`config.mk`:
```
export PLATFORM = sky130hd
export DESIGN_NAME = ip_address_text_parser_core_flat
export DESIGN_NICKNAME = d
export VERILOG_FILES = /design/src/hdl/ipp_pkg.sv /design/src/hdl/ipp_in_if.sv /design/src/hdl/ipp_out_if.sv /design/src/hdl/ipp_in_reg.sv /design/src/hdl/ipp_parse.sv /design/src/hdl/ipp_out_reg.sv /design/src/hdl/ip_address_text_parser_core.sv /design/src/flat_wrapper.sv
export SDC_FILE = /design/constraint.sdc
export NUM_CORES = 1
export LEC_CHECK = 0
export BUFFER_PORTS_ARGS = -buffer_cell sky130_fd_sc_hd__clkbuf_2
export CAP_MARGIN = 20
export CORE_MARGIN = 10
export CORE_UTILIZATION = 30
export DETAILED_ROUTE_END_ITERATION = 8
export PLACE_DENSITY = 0.54
export SYNTH_ARGS = -nofsm -noshare
export SYNTH_HDL_FRONTEND = slang
export SYNTH_HIERARCHICAL = 1
export SYNTH_SLANG_ARGS = --single-unit
```
`constraint.sdc`:
```
create_clock -name clk -period 16.3 [get_ports clk]
set_clock_uncertainty 0.15 [all_clocks]
set_input_delay 1.63 -clock clk [delete_from_list [all_inputs] [get_ports clk]]
set_output_delay 1.63 -clock clk [all_outputs]
set_load 0.005 [all_outputs]
```
`src/hdl/ipp_pkg.sv`:
```
package ipp_pkg;

  // payload widths
  localparam int CH_W     = 8;
  localparam int FAM_W    = 2;
  localparam int STAT_W   = 2;
  localparam int ADDR_W   = 64;
  localparam int GROUP_W  = 16;
  localparam int N_GROUPS = 8;
  localparam int PCNT_W   = 4;

  // address family codes
  localparam logic [FAM_W-1:0] FAM_V4 = 2'd0;
  localparam logic [FAM_W-1:0] FAM_V6 = 2'd1;

  // result status codes
  localparam logic [STAT_W-1:0] ST_OK        = 2'd0;
  localparam logic [STAT_W-1:0] ST_MALFORMED = 2'd1;
  localparam logic [STAT_W-1:0] ST_UNSUP     = 2'd2;

  // character codes
  localparam logic [CH_W-1:0] CH_NUL   = 8'h00;
  localparam logic [CH_W-1:0] CH_DOT   = 8'h2e;
  localparam logic [CH_W-1:0] CH_COLON = 8'h3a;
  localparam logic [CH_W-1:0] CH_0     = 8'h30;
  localparam logic [CH_W-1:0] CH_9     = 8'h39;
  localparam logic [CH_W-1:0] CH_LA    = 8'h61;
  localparam logic [CH_W-1:0] CH_LF    = 8'h66;
  localparam logic [CH_W-1:0] CH_UA    = 8'h41;
  localparam logic [CH_W-1:0] CH_UF    = 8'h46;

  // one character item held in the input register
  typedef struct packed {
    logic [CH_W-1:0]  ch;
    logic [FAM_W-1:0] address_family;
  } item_t;

  // end-of-string summary from the parser to the result stage
  typedef struct packed {
    logic                              done;
    logic [STAT_W-1:0]                 status;
    logic                              v4;
    logic                              gap;
    logic [PCNT_W-1:0]                 gpos;
    logic [PCNT_W-1:0]                 pcnt;
    logic [N_GROUPS-1:0][GROUP_W-1:0]  groups;
  } result_t;

endpackage

```
`src/hdl/ipp_in_if.sv`:
```
interface ipp_in_if;
  import ipp_pkg::*;

  logic             valid;
  logic             ready;
  logic [CH_W-1:0]  ch;
  logic [FAM_W-1:0] address_family;

  modport source(output valid, ch, address_family, input ready);
  modport sink(input valid, ch, address_family, output ready);
endinterface

```
`src/hdl/ipp_out_if.sv`:
```
interface ipp_out_if;
  import ipp_pkg::*;

  logic              valid;
  logic              ready;
  logic [STAT_W-1:0] status;
  logic [ADDR_W-1:0] address_high;
  logic [ADDR_W-1:0] address_low;

  modport source(output valid, status, address_high, address_low, input ready);
  modport sink(input valid, status, address_high, address_low, output ready);
endinterface

```
`src/hdl/ipp_in_reg.sv`:
```
module ipp_in_reg (
  input  logic          clk,
  input  logic          rst,
  ipp_in_if.sink        char_in,
  input  logic          take,
  output logic          hold_valid,
  output ipp_pkg::item_t hold_item
);
  import ipp_pkg::*;

  // register refills as soon as the held item moves on, never during reset
  assign char_in.ready = !rst && (!hold_valid || take);

  always_ff @(posedge clk) begin
    if (rst) begin
      hold_valid <= 1'b0;
    end else if (char_in.ready) begin
      hold_valid <= char_in.valid;
    end
  end

  always_ff @(posedge clk) begin
    if (char_in.ready && char_in.valid) begin
      hold_item.ch             <= char_in.ch;
      hold_item.address_family <= char_in.address_family;
    end
  end
endmodule

```
`src/hdl/ipp_parse.sv`:
```
module ipp_parse (
  input  logic             clk,
  input  logic             rst,
  input  logic             step,
  input  ipp_pkg::item_t   item,
  output ipp_pkg::result_t res
);
  import ipp_pkg::*;

  typedef enum logic [1:0] {PH_FIELD, PH_GROUP, PH_SEP, PH_LEAD} phase_t;

  logic [FAM_W-1:0]                 fam_latch;
  logic                             at_start;
  logic                             err, err_next;
  phase_t                           phase, phase_next;
  logic [GROUP_W-1:0]               field, field_next;
  logic [2:0]                       dcnt, dcnt_next;
  logic [PCNT_W-1:0]                pcnt, pcnt_next;
  logic                             gap, gap_next;
  logic [PCNT_W-1:0]                gpos, gpos_next;
  logic [N_GROUPS-1:0][GROUP_W-1:0] groups, groups_next;

  logic [FAM_W-1:0]   fam_eff;
  logic               is_nul, is_dig, is_hex, is_lower, is_upper;
  logic [3:0]         hex_val;
  logic [GROUP_W-1:0] field_dec;
  logic [2:0]         dcnt_inc;
  logic [PCNT_W-1:0]  pcnt_inc;
  logic [2:0]         wr_idx;

  // character classes
  assign is_nul    = (item.ch == CH_NUL);
  assign is_dig    = (item.ch >= CH_0) && (item.ch <= CH_9);
  assign is_lower  = (item.ch >= CH_LA) && (item.ch <= CH_LF);
  assign is_upper  = (item.ch >= CH_UA) && (item.ch <= CH_UF);
  assign is_hex    = is_dig || is_lower || is_upper;
  assign hex_val   = is_dig ? item.ch[3:0] : 4'(item.ch[3:0] + 4'd9);

  assign fam_eff   = at_start ? item.address_family : fam_latch;
  assign field_dec = GROUP_W'((field << 3) + (field << 1) + {12'd0, item.ch[3:0]});
  assign dcnt_inc  = 3'(dcnt + 3'd1);
  assign pcnt_inc  = PCNT_W'(pcnt + 4'd1);
  assign wr_idx    = pcnt[2:0];

  // one character step of the parser
  always_comb begin
    err_next    = err;
    phase_next  = phase;
    field_next  = field;
    dcnt_next   = dcnt;
    pcnt_next   = pcnt;
    gap_next    = gap;
    gpos_next   = gpos;
    groups_next = groups;
    if (!err) begin
      if (fam_eff == FAM_V4) begin
        unique case (phase)
          PH_FIELD: begin
            if (is_dig) begin
              field_next = {12'd0, item.ch[3:0]};
              dcnt_next  = 3'd1;
              phase_next = PH_GROUP;
            end else begin
              err_next = 1'b1;
            end
          end
          PH_GROUP: begin
            if (is_dig) begin
              field_next = field_dec;
              dcnt_next  = dcnt_inc;
              if (dcnt_inc > 3'd3 || field_dec > GROUP_W'(255)) err_next = 1'b1;
            end else if (item.ch == CH_DOT || is_nul) begin
              if ((item.ch == CH_DOT && pcnt >= 4'd3) || (is_nul && pcnt != 4'd3)) begin
                err_next = 1'b1;
              end else begin
                groups_next[wr_idx] = field;
                pcnt_next  = pcnt_inc;
                phase_next = PH_FIELD;
              end
            end else begin
              err_next = 1'b1;
            end
          end
          default: err_next = 1'b1;
        endcase
      end else if (fam_eff == FAM_V6) begin
        unique case (phase)
          PH_FIELD, PH_SEP: begin
            if (is_hex) begin
              field_next = {12'd0, hex_val};
              dcnt_next  = 3'd1;
              phase_next = PH_GROUP;
            end else if (item.ch == CH_COLON) begin
              if (phase == PH_FIELD && !gap) begin
                phase_next = PH_LEAD;
              end else if (gap) begin
                err_next = 1'b1;
              end else begin
                gap_next   = 1'b1;
                gpos_next  = pcnt;
                phase_next = PH_FIELD;
              end
            end else if (is_nul && phase == PH_FIELD && gap) begin
              if (pcnt >= 4'd8) err_next = 1'b1;
            end else begin
              err_next = 1'b1;
            end
          end
          PH_GROUP: begin
            if (is_hex) begin
              field_next = {field[GROUP_W-5:0], hex_val};
              dcnt_next  = dcnt_inc;
              if (dcnt_inc > 3'd4) err_next = 1'b1;
            end else if (item.ch == CH_COLON || is_nul) begin
              if (pcnt >= 4'd8) begin
                err_next = 1'b1;
              end else begin
                groups_next[wr_idx] = field;
                pcnt_next  = pcnt_inc;
                phase_next = PH_SEP;
                // end of string: group count must fit the gap rule
                if (is_nul && (gap ? (pcnt_inc >= 4'd8) : (pcnt_inc != 4'd8))) begin
                  err_next = 1'b1;
                end
              end
            end else begin
              err_next = 1'b1;
            end
          end
          PH_LEAD: begin
            if (item.ch == CH_COLON) begin
              gap_next   = 1'b1;
              gpos_next  = pcnt;
              phase_next = PH_FIELD;
            end else begin
              err_next = 1'b1;
            end
          end
          default: err_next = 1'b1;
        endcase
      end
    end
  end

  // summary for the result stage on the terminating nul
  always_comb begin
    res.done   = step && is_nul;
    res.v4     = (fam_eff == FAM_V4);
    res.gap    = gap_next;
    res.gpos   = gpos_next;
    res.pcnt   = pcnt_next;
    res.groups = groups_next;
    if (fam_eff != FAM_V4 && fam_eff != FAM_V6) begin
      res.status = ST_UNSUP;
    end else if (err_next) begin
      res.status = ST_MALFORMED;
    end else begin
      res.status = ST_OK;
    end
  end

  // parser state, cleared at every string end
  always_ff @(posedge clk) begin
    if (rst) begin
      fam_latch <= FAM_V4;
      at_start  <= 1'b1;
      err       <= 1'b0;
      phase     <= PH_FIELD;
      field     <= '0;
      dcnt      <= '0;
      pcnt      <= '0;
      gap       <= 1'b0;
      gpos      <= '0;
    end else if (step) begin
      if (at_start) fam_latch <= item.address_family;
      if (is_nul) begin
        at_start <= 1'b1;
        err      <= 1'b0;
        phase    <= PH_FIELD;
        field    <= '0;
        dcnt     <= '0;
        pcnt     <= '0;
        gap      <= 1'b0;
        gpos     <= '0;
      end else begin
        at_start <= 1'b0;
        err      <= err_next;
        phase    <= phase_next;
        field    <= field_next;
        dcnt     <= dcnt_next;
        pcnt     <= pcnt_next;
        gap      <= gap_next;
        gpos     <= gpos_next;
      end
    end
  end

  // group store, every group read at the end was written in this string
  always_ff @(posedge clk) begin
    if (step) groups <= groups_next;
  end
endmodule

```
`src/hdl/ipp_out_reg.sv`:
```
module ipp_out_reg (
  input  logic             clk,
  input  logic             rst,
  input  ipp_pkg::result_t res,
  output logic             free,
  ipp_out_if.source        addr_out
);
  import ipp_pkg::*;

  logic [GROUP_W-1:0] g [N_GROUPS];
  logic [ADDR_W-1:0]  hi, lo;

  // expand the gap: head groups, zeros, then the tail groups
  always_comb begin : expand
    logic [2:0] gp;
    logic [2:0] tail;
    logic [2:0] pos;
    logic [2:0] sel;
    gp   = res.gpos[2:0];
    tail = res.gap ? 3'(res.pcnt - res.gpos) : 3'd0;
    for (int i = 0; i < N_GROUPS; i++) begin
      pos = 3'(i);
      sel = 3'(gp + pos + tail);
      if (!res.gap || pos < gp) begin
        g[i] = res.groups[pos];
      end else if ({1'b0, pos} < 4'(4'd8 - {1'b0, tail})) begin
        g[i] = '0;
      end else begin
        g[i] = res.groups[sel];
      end
    end
    if (res.status != ST_OK) begin
      hi = '0;
      lo = '0;
    end else if (res.v4) begin
      hi = {res.groups[0][7:0], res.groups[1][7:0], res.groups[2][7:0],
            res.groups[3][7:0], 32'd0};
      lo = '0;
    end else begin
      hi = {g[0], g[1], g[2], g[3]};
      lo = {g[4], g[5], g[6], g[7]};
    end
  end

  assign free = !addr_out.valid || addr_out.ready;

  // result register
  always_ff @(posedge clk) begin
    if (rst) begin
      addr_out.valid <= 1'b0;
    end else if (res.done) begin
      addr_out.valid <= 1'b1;
    end else if (addr_out.ready) begin
      addr_out.valid <= 1'b0;
    end
  end

  always_ff @(posedge clk) begin
    if (res.done) begin
      addr_out.status       <= res.status;
      addr_out.address_high <= hi;
      addr_out.address_low  <= lo;
    end
  end
endmodule

```
`src/hdl/ip_address_text_parser_core.sv`:
```
// textual ipv4 / ipv6 address parser
//
// char_in carries one character per item together with the address family;
// the family is taken with the first character of each string and a nul
// character ends the string. addr_out carries one item per string: status
// plus the 128-bit address split into address_high and address_low, which
// reads zero unless the status is ok.
//
// a character is held in the input register and parsed on its way into the
// parser state, so a new character is taken every cycle unless a nul waits.
// the result of a string is written to the result register as its nul
// leaves the input register. throughput, with no nul waiting, is one character per cycle.
//
// reset (rst, synchronous) empties both registers and puts the parser at the
// start of a string. if addr_out stalls, the result register holds its item;
// characters other than nul keep flowing, and a nul waits in the input
// register until the result register is free.
module ip_address_text_parser_core (
  input  logic      clk,
  input  logic      rst,
  ipp_in_if.sink    char_in,
  ipp_out_if.source addr_out
);
  import ipp_pkg::*;

  logic    hold_valid;
  item_t   hold_item;
  logic    take;
  logic    free;
  result_t res;

  // a nul moves on only when the result register can take its item
  assign take = hold_valid && ((hold_item.ch != CH_NUL) || free);

  ipp_in_reg u_in_reg (
    .clk        (clk),
    .rst        (rst),
    .char_in    (char_in),
    .take       (take),
    .hold_valid (hold_valid),
    .hold_item  (hold_item)
  );

  ipp_parse u_parse (
    .clk  (clk),
    .rst  (rst),
    .step (take),
    .item (hold_item),
    .res  (res)
  );

  ipp_out_reg u_out_reg (
    .clk      (clk),
    .rst      (rst),
    .res      (res),
    .free     (free),
    .addr_out (addr_out)
  );
endmodule
```
`src/flat_wrapper.sv`:
```
// flat-port wrapper written by rule: the top's interface ports become plain ports
module ip_address_text_parser_core_flat import ipp_pkg::*;
  (clk, rst, char_in_valid, char_in_ch, char_in_address_family, char_in_ready, addr_out_valid, addr_out_status, addr_out_address_high, addr_out_address_low, addr_out_ready);
  ipp_in_if char_in_i ();
  ipp_out_if addr_out_i ();
  input  logic clk;
  input  logic rst;
  input wire logic [$bits(char_in_i.valid)-1:0] char_in_valid;
  input wire logic [$bits(char_in_i.ch)-1:0] char_in_ch;
  input wire logic [$bits(char_in_i.address_family)-1:0] char_in_address_family;
  output wire logic [$bits(char_in_i.ready)-1:0] char_in_ready;
  output wire logic [$bits(addr_out_i.valid)-1:0] addr_out_valid;
  output wire logic [$bits(addr_out_i.status)-1:0] addr_out_status;
  output wire logic [$bits(addr_out_i.address_high)-1:0] addr_out_address_high;
  output wire logic [$bits(addr_out_i.address_low)-1:0] addr_out_address_low;
  input wire logic [$bits(addr_out_i.ready)-1:0] addr_out_ready;
  assign char_in_i.valid = char_in_valid;
  assign char_in_i.ch = char_in_ch;
  assign char_in_i.address_family = char_in_address_family;
  assign char_in_ready = char_in_i.ready;
  assign addr_out_valid = addr_out_i.valid;
  assign addr_out_status = addr_out_i.status;
  assign addr_out_address_high = addr_out_i.address_high;
  assign addr_out_address_low = addr_out_i.address_low;
  assign addr_out_i.ready = addr_out_ready;
  ip_address_text_parser_core u_core (.clk(clk), .rst(rst), .char_in(char_in_i), .addr_out(addr_out_i));
endmodule
```
## Word-level counts from Yosys, hierarchy flattened

Index checks and enable logic that the tools add are counted.

- Register bits after elaboration: 304
- Input port bits: 14
- Output and inout port bits: 132
- Logic and storage cells: 307

- Add/sub/neg operators: 22
- Magnitude comparators: 38
- Equality and inequality tests: 24
- Multiplexer cells: 148
- Reduce and logical (&&, ||, !) cells: 50

Operator list:

| operator | count |
|---|---|
| $mux 128 | 11 |
| $mux 16 | 33 |
| $bmux 16 s3 | 8 |
| $bwmux 128 | 1 |
| $mux 4 | 22 |
| $mux 64 | 1 |
| $pmux 16 s2 | 2 |
| $demux 16 s3 | 1 |
| $lt 3x4->1 const B | 9 |
| $mux 2 | 18 |
| $mux 1 | 34 |
| $ne 4x4->1 const B | 7 |
| $mux 3 | 9 |
| $add 3x3->3 | 8 |
| $ne 4x3->1 const B | 6 |
| $logic_or 1x1->1 | 17 |
| $add 16x16->16 | 1 |
| $add 16x4->16 | 1 |
| $eq 8x6->1 const B | 2 |
| $ge 8x7->1 const B | 2 |
| $gt 16x8->1 const B | 1 |
| $le 8x7->1 const B | 2 |
| $lt 3x4->1 const A | 4 |
| $logic_and 1x1->1 | 15 |
| other kinds (41) | 67 |

## Logic depth before layout (Yosys ltp)

Gate-level depths: netlist (run 1).

- Depth after elaboration: 17
- Gate-level depth with buffers: 22
- Gate-level depth less buffers: 19

## Hierarchy

Netlist (run 1), hierarchy kept.

Modules (own cells, without submodules):

| module | instances | cells each | area each (sq um) | seq. area each (sq um) |
|---|---|---|---|---|
| ipp_out_reg | 1 | 1027 | 10467.5 | 3923.8 |
| ipp_parse | 1 | 707 | 8961.1 | 4524.3 |
| ipp_in_reg | 1 | 15 | 360.3 | 320.3 |
| ip_address_text_parser_core | 1 | 5 | 25.0 | 0.0 |

## Worst setup path after synthesis (run 1)

No wires, ideal clock.

- Path type: input-to-reg
- From: in addr_out_ready
- To: reg u_core.u_parse.err
- Setup time: 0.130 ns
- Arrival: 15.878 ns
- Required time: 16.020 ns
- Setup slack: 0.143 ns
- Stages on the path: 8
- Path buffers: 0
- Cells stage by stage: nand2b_1 > nor4_1 > a31oi_1 > inv_1 > nor2_1 > a211oi_1 > nand3_1 > o21ai_0

- Longest elaborated chain between the ends: 3

RTL lines:

| item | RTL line | RTL |
|---|---|---|
| start, declared | flat_wrapper.sv:16 | `input wire logic [$bits(addr_out_i.ready)-1:0] addr_out_ready;` |
| $logic_or 1x1->1 | ipp_out_reg.sv:45 | `assign free = !addr_out.valid \|\| addr_out.ready;` |
| $logic_or 1x1->1 | ip_address_text_parser_core.sv:33 | `assign take = hold_valid && ((hold_item.ch != CH_NUL) \|\| free);` |
| $logic_and 1x1->1 | ip_address_text_parser_core.sv:33 |  |
| via u_core.take | ip_address_text_parser_core.sv:28 | `logic take;` |
| end signal, assigned | ipp_parse.sv:187 | `err <= err_next;` |
| end, declared | ipp_parse.sv:14 | `logic err, err_next;` |

The timed path passes the listed nets, and every way through them passes these cells.
A chain may end at the register's enable or synchronous reset.

==> results of run 1 <==
-- how the worst max path moves through the flow --
stage	from	to	slack (ns)
global route	u_core/u_parse/field[0]$_SDFFE_PP0P_	u_core/u_out_reg/addr_out.address_low[39]$_SDFFCE_PP0P_	8.42
CTS	u_core/u_parse/field[2]$_SDFFE_PP0P_	u_core/u_out_reg/addr_out.address_low[39]$_SDFFCE_PP0P_	8.77
floorplan	addr_out_ready	u_core/u_parse/err$_SDFFE_PP0P_	0.14
detailed placement	u_core/u_parse/field[2]$_SDFFE_PP0P_	u_core/u_out_reg/addr_out.address_low[39]$_SDFFCE_PP0P_	8.81
finish	u_core/u_parse/field[2]$_SDFFE_PP0P_	u_core/u_out_reg/addr_out.address_low[39]$_SDFFCE_PP0P_	8.58
global placement	u_core/u_parse/field[2]$_SDFFE_PP0P_	u_core/u_out_reg/addr_out.address_low[39]$_SDFFCE_PP0P_	8.84
-- metal layers --
layer	routed length, um	track usage (%)	up-vias
met4	2400	5.97	0
met2	32100	28.1	578
li1	-	-	6798
met3	4070	2.57	133
met1	32500	24.2	7561
met5	0	0	-
-- worst min-delay path, delay by kind of cell, from the launching register on --
kind / cells / cell delay, ns
DFF: 1 / 0.32
and+or+nand+nor: 1 / 0.06
AOI/OAI and AO/OA: 1 / 0.06
-- where the power goes --
part	internal (W)	leakage (nW)	switching (W)	total (W)
logic	0.0000629	6.71	0.000141	0.000204
clock network	0.000485	0.561	0.000335	0.000820
registers	0.000873	2.79	0.00000892	0.000882
-- state kept, by name, indices dropped and copies added (netlist names), 3 cells and up --
| name | cells |
|---|---|
| u_core/u_parse/groups | 128 |
| u_core/u_out_reg/addr_out.address_high | 64 |
| u_core/u_out_reg/addr_out.address_low | 64 |
| u_core/u_parse/field | 16 |
| u_core/u_in_reg/hold_item | 10 |
| u_core/u_parse/pcnt | 4 |
| u_core/u_parse/dcnt | 3 |
| u_core/u_parse/gpos | 3 |
-- final cells by class --
class / count / area (um^2)
flip-flops and latches: 303 / 8750
repair buffers: 176 / 991
well taps: 864 / 1080
multi-input cells: 1280 / 10300
inverters: 34 / 129
fillers: 6557 / 43100
clock inverters: 16 / 188
clock buffers: 47 / 973
-- through the flow --
step                total power [W]  hold WS, ns
floorplan                   0.00103        0.286
CTS                         0.00192        0.338
global route                0.00197        0.349
detailed placement          0.00110        0.328
global placement            0.00109        0.292
finish                      0.00191        0.330
==> results.yml, run 1 <==
detailed_routing:
  routed-via-count: 15070
  drc: 0
  first_iter_violations: 1459
  viasPerCell: 5.54
  drt-total-wl_um: 71000
  drt_pass1_iterations: 5
  ant_nets: 0
  wl_per_cell_um: 26.1
synthesis:
  synth.net_count: 1814
  syn_inst: 1750
  yosysWarnings: 6
  syn_area_um2: 19800
  syn_avg_cell_area_um2: 11.3
die:
  dieWidth_um: 277
  rows: 94
  io_pins: 146
  coreArea_um2: 65500
  fp.dieH_um: 277
  start_util_pct: 30.2
  dieArea_um2: 76600
placement:
  place_ws_ns: 8.81
  port_buffers: 145
  dp_hpwl_um: 47800
  dp.cells: 2657
  placed_area_um2: 21200
  place_congestion: 0.878
setup_path:
  path_buf_inv: 4
  path_depth: 18
  cp_slowest_cell: "a21oi_1"
  critPathMaxStageDelay_ns: 1.15
  path_cells: "inv_1, fa_1, inv_1, ha_1, a211oi_1, o21ai_0, o2111ai_1, nor4b_1, o21ai_0, nor4_1, o21ai_0, nor2_2, buf_4, nand2_2, a21oi_1, buf_4, nand2_1, o21ai_0"
  end_kind: "register"
  cp.required_ns: 16.45
  timing.rr.start: "u_core/u_parse/field[2]$_SDFFE_PP0P_"
  critical_path_class: "reg -> reg"
  worstSetupStartpointType: "register"
  cp.arrival_ns: 7.87
  cp_top_family: "compound AO/OA/AOI/OAI gates"
  r2r_end: "u_core/u_out_reg/addr_out.address_low[39]$_SDFFCE_PP0P_"
  cpMostUsedCell: "o21ai_0"
  ff2ff_path_depth: 18
  critPathMaxFanout: 36
  rrSetupSlack_ns: 8.58
clocking:
  clk_pin_slew_ns: 0.06
  clk_latency_ns: 0.55
  numCtsBuffers: 36
  cts_max_path_buffers: 3
  post_cts_buffers: 0
  cts_tree: "built"
  cts.repair.resized: 0
  root_buffer: "clkbuf_16"
  postCtsHoldBufs: 0
  cts.htree.levels: 2
  cts.sinks: 303
final_layout:
  postLayoutCoreUtil_pct: 34.2
  syn_to_final_growth_pct: 13.3
  antenna_cells: 0
  finalNonFillerCells: 2720
  most-common-layout-cells: "mux2i_1 (355), edfxtp_1 (268), clkbuf_2 (145)"
  final_common_cell: "mux2i_1"
  final_area_um2: 22400
  drive_gt1_share_pct: 19.7
  nets: 1895
timing:
  fin_crit_sh_pct: 47.3
  layout_setup_ws_ns: 8.58
  slew_viol_final: 0
  period_needed_ns: 7.72
  tns_ns: 0
  hold_viol_final: 0
  slew_headroom_pct: 21.6
  final-setup-viol-count: 0
  worst_slew_pin_slew_ns: 1.18
  fmax_ghz: 0.130
  rsz0062_at_grt: "no"
hold_path:
  min_path_cells: 2
  hold_path_end: "u_core/u_parse/dcnt[2]$_SDFFE_PP0P_"
  holdCritStartpoint: "u_core/u_parse/dcnt[2]$_SDFFE_PP0P_"
  hp-class: "reg -> reg"
global_route:
  grt_pass1_vias: 14748
  grt_pass1_wl_um: 103000
  grt.overflow.total: 0
  globalRouteTotalUtil_pct: 17.7
  antenna_found_initial: 2
  grt_max_degree: 129
power_and_ir_drop:
  ir_drop_v: 0.0000534
  p_leak_nw: 10.1
  cellPowerDensity_nw_per_um2: 85.1
run_status:
  status: "finished, final reports clean"
job:
  drv_cap: 0
Power figures use the tool's default switching activity.
==> inputs of run 2 (changes only) <==
- clock period: 16.3 -> 6.84 ns (I/O delays scaled with it)
==> run 2 against run 1 <==
Register-to-register slack worse by 7.8 ns; utilization is 0.49 points higher; maximum frequency is 26% higher; critical path depth stayed put; first-iteration DRC count is 4.1% lower; non-clock buffer count is 28 higher; wire length is 2.6% lower; via count is 0.36% lower; clock-buffer cell count is 1 higher; setup slack worse by 7.8 ns; sequential cell count stayed put; critical endpoint is now u_core/u_out_reg/addr_out.address_high[60]$_SDFFCE_PP0P_.
==> results.yml, run 2 (synthesis gave the netlist of run 1 again) <==
hold_path:
  min_path_cells: 1
  hp-class: "in -> reg"
  holdCritStartpoint: "char_in_address_family[0]"
  hold_path_end: "u_core/u_in_reg/hold_item[0]$_DFFE_PP_"
power_and_ir_drop:
  cellPowerDensity_nw_per_um2: 205
  p_leak_nw: 10.3
  ir_drop_v: 0.000147
detailed_routing:
  drt_pass1_iterations: 5
  wl_per_cell_um: 25.2
  drt-total-wl_um: 69200
  routed-via-count: 15016
  ant_nets: 0
  drc: 0
  viasPerCell: 5.46
  first_iter_violations: 1399
die:
  coreArea_um2: 65500
  dieWidth_um: 277
  io_pins: 146
  fp.dieH_um: 277
  rows: 94
  dieArea_um2: 76600
  start_util_pct: 30.2
timing:
  fmax_ghz: 0.164
  tns_ns: 0
  fin_crit_sh_pct: 89.2
  layout_setup_ws_ns: 0.739
  final-setup-viol-count: 0
  hold_viol_final: 0
  worst_slew_pin_slew_ns: 1.10
  slew_viol_final: 0
  rsz0062_at_grt: "no"
  period_needed_ns: 6.10
  slew_headroom_pct: 26.6
final_layout:
  drive_gt1_share_pct: 20.6
  top_register: "u_core/u_parse/groups"
  most-common-layout-cells: "mux2i_1 (355), edfxtp_1 (268), clkbuf_2 (145)"
  nFillCells: 6532
  final_common_cell: "mux2i_1"
  nets: 1924
  reg_top3: "u_core/u_parse/groups x128, u_core/u_out_reg/addr_out.address_high x64, u_core/u_out_reg/addr_out.address_low x64"
  antenna_cells: 0
  syn_to_final_growth_pct: 14.9
  largest_register_ffs: 128
global_route:
  globalRouteTotalUtil_pct: 17.2
  grt_pass1_vias: 14507
  grt.overflow.total: 0
  grt_max_degree: 117
  antenna_found_initial: 0
  grt_pass1_wl_um: 101000
setup_path:
  end_kind: "register"
  critical_path_class: "reg -> reg"
  r2r_end: "u_core/u_out_reg/addr_out.address_high[60]$_SDFFCE_PP0P_"
  rrSetupSlack_ns: 0.74
  worstSetupStartpointType: "register"
  cp.arrival_ns: 6.28
  cp.required_ns: 7.02
  critPathMaxFanout: 24
  ff2ff_path_depth: 18
  timing.rr.start: "u_core/u_in_reg/hold_item[2]$_DFFE_PP_"
clocking:
  cts.htree.levels: 2
  clk_pin_slew_ns: 0.06
  root_buffer: "clkbuf_16"
  cts.repair.resized: 0
  cts.sinks: 303
  clk_latency_ns: 0.56
  postCtsHoldBufs: 0
  numCtsBuffers: 37
  cts_tree: "built"
  post_cts_buffers: 0
  cts_max_path_buffers: 3
placement:
  port_buffers: 145
  dp_hpwl_um: 48900
  place_congestion: 0.898
  place_ws_ns: 0.806
run_status:
  status: "finished, final reports clean"
job:
  drv_cap: 0
## run 2: cell count changes in the layout (fill, tap and decap cells not counted), sizes merged
cell,change
clkinvlp,-1
buf,+28
clkbuf,+1
inv,+2
clkinv,-1
## run 2: layout make-up
class | instances | area [um^2] | share of cell area (%)
Multi-Input combinational cell | 1280 | 10300 | 45.2
Timing Repair Buffer | 204 | 1260 | 5.53
Tap cell | 864 | 1080 | 4.76
Inverter | 34 | 129 | 0.567
Clock buffer | 48 | 1050 | 4.63
Clock inverter | 16 | 186 | 0.821
Sequential cell | 303 | 8750 | 38.5
## run 2: routing by layer
metal	wire length (um)	GRT usage, %	vias up
li1	-	-	6849
met1	32400	24.3	7535
met2	30500	26.3	555
met3	4270	2.85	77
met4	2070	5.74	0
met5	0	0	-
## run 2: power breakdown
group          leakage [nW]  switching [W]  internal, W
Combinational          6.87       0.000341     0.000153
Sequential             2.79      0.0000197      0.00208
Clock                 0.601       0.000821      0.00123
## run 2: worst max-delay path by stage
stage	cells after the start	slack (ns)	endpoint	start
floorplan	8	0.52	u_core/u_parse/err$_SDFFE_PP0P_	addr_out_ready
global placement	17	0.81	u_core/u_out_reg/addr_out.address_low[29]$_SDFFCE_PP0P_	u_core/u_in_reg/hold_item[5]$_DFFE_PP_
detailed placement	15	0.81	u_core/u_out_reg/addr_out.address_low[56]$_SDFFCE_PP0P_	u_core/u_in_reg/hold_item[5]$_DFFE_PP_
CTS	15	0.74	u_core/u_out_reg/addr_out.address_low[56]$_SDFFCE_PP0P_	u_core/u_in_reg/hold_item[5]$_DFFE_PP_
global route	17	0.37	u_core/u_out_reg/addr_out.address_low[29]$_SDFFCE_PP0P_	u_core/u_in_reg/hold_item[5]$_DFFE_PP_
finish	18	0.74	u_core/u_out_reg/addr_out.address_high[60]$_SDFFCE_PP0P_	u_core/u_in_reg/hold_item[2]$_DFFE_PP_
## run 2: critical path, cell delays in order, from the launching register on
cell and delay (ns):
edfxtp_1 0.46, inv_1 0.16, ha_1 0.21, or3b_1 0.41, nand4_2 0.17, o2111ai_2 0.21
o32ai_4 0.23, and2_1 0.35, xnor2_1 0.18, inv_1 0.10, ha_1 0.15, inv_1 0.05
fa_1 0.51, nand2_1 0.24, fa_4 1.13, buf_12 0.26, mux2i_1 0.34, mux2i_1 0.14
a211oi_1 0.40
## run 2: per-stage QoR
| stage | util (%) | std cells | instance area, um^2 | hold slack, ns | total power, W |
|---|---|---|---|---|---|
| after floorplan | - | 1750 | 19800 | 0.286 | 0.00244 |
| after global placement | 32.8 | 2685 | 21500 | 0.294 | 0.00262 |
| after detailed placement | 32.8 | 2685 | 21500 | 0.302 | 0.00262 |
| after CTS | 34.7 | 2749 | 22700 | 0.118 | 0.00469 |
| after global routing | 34.7 | 2749 | 22700 | 0.121 | 0.00481 |
| final | 34.7 | 2749 | 22700 | 0.150 | 0.00465 |
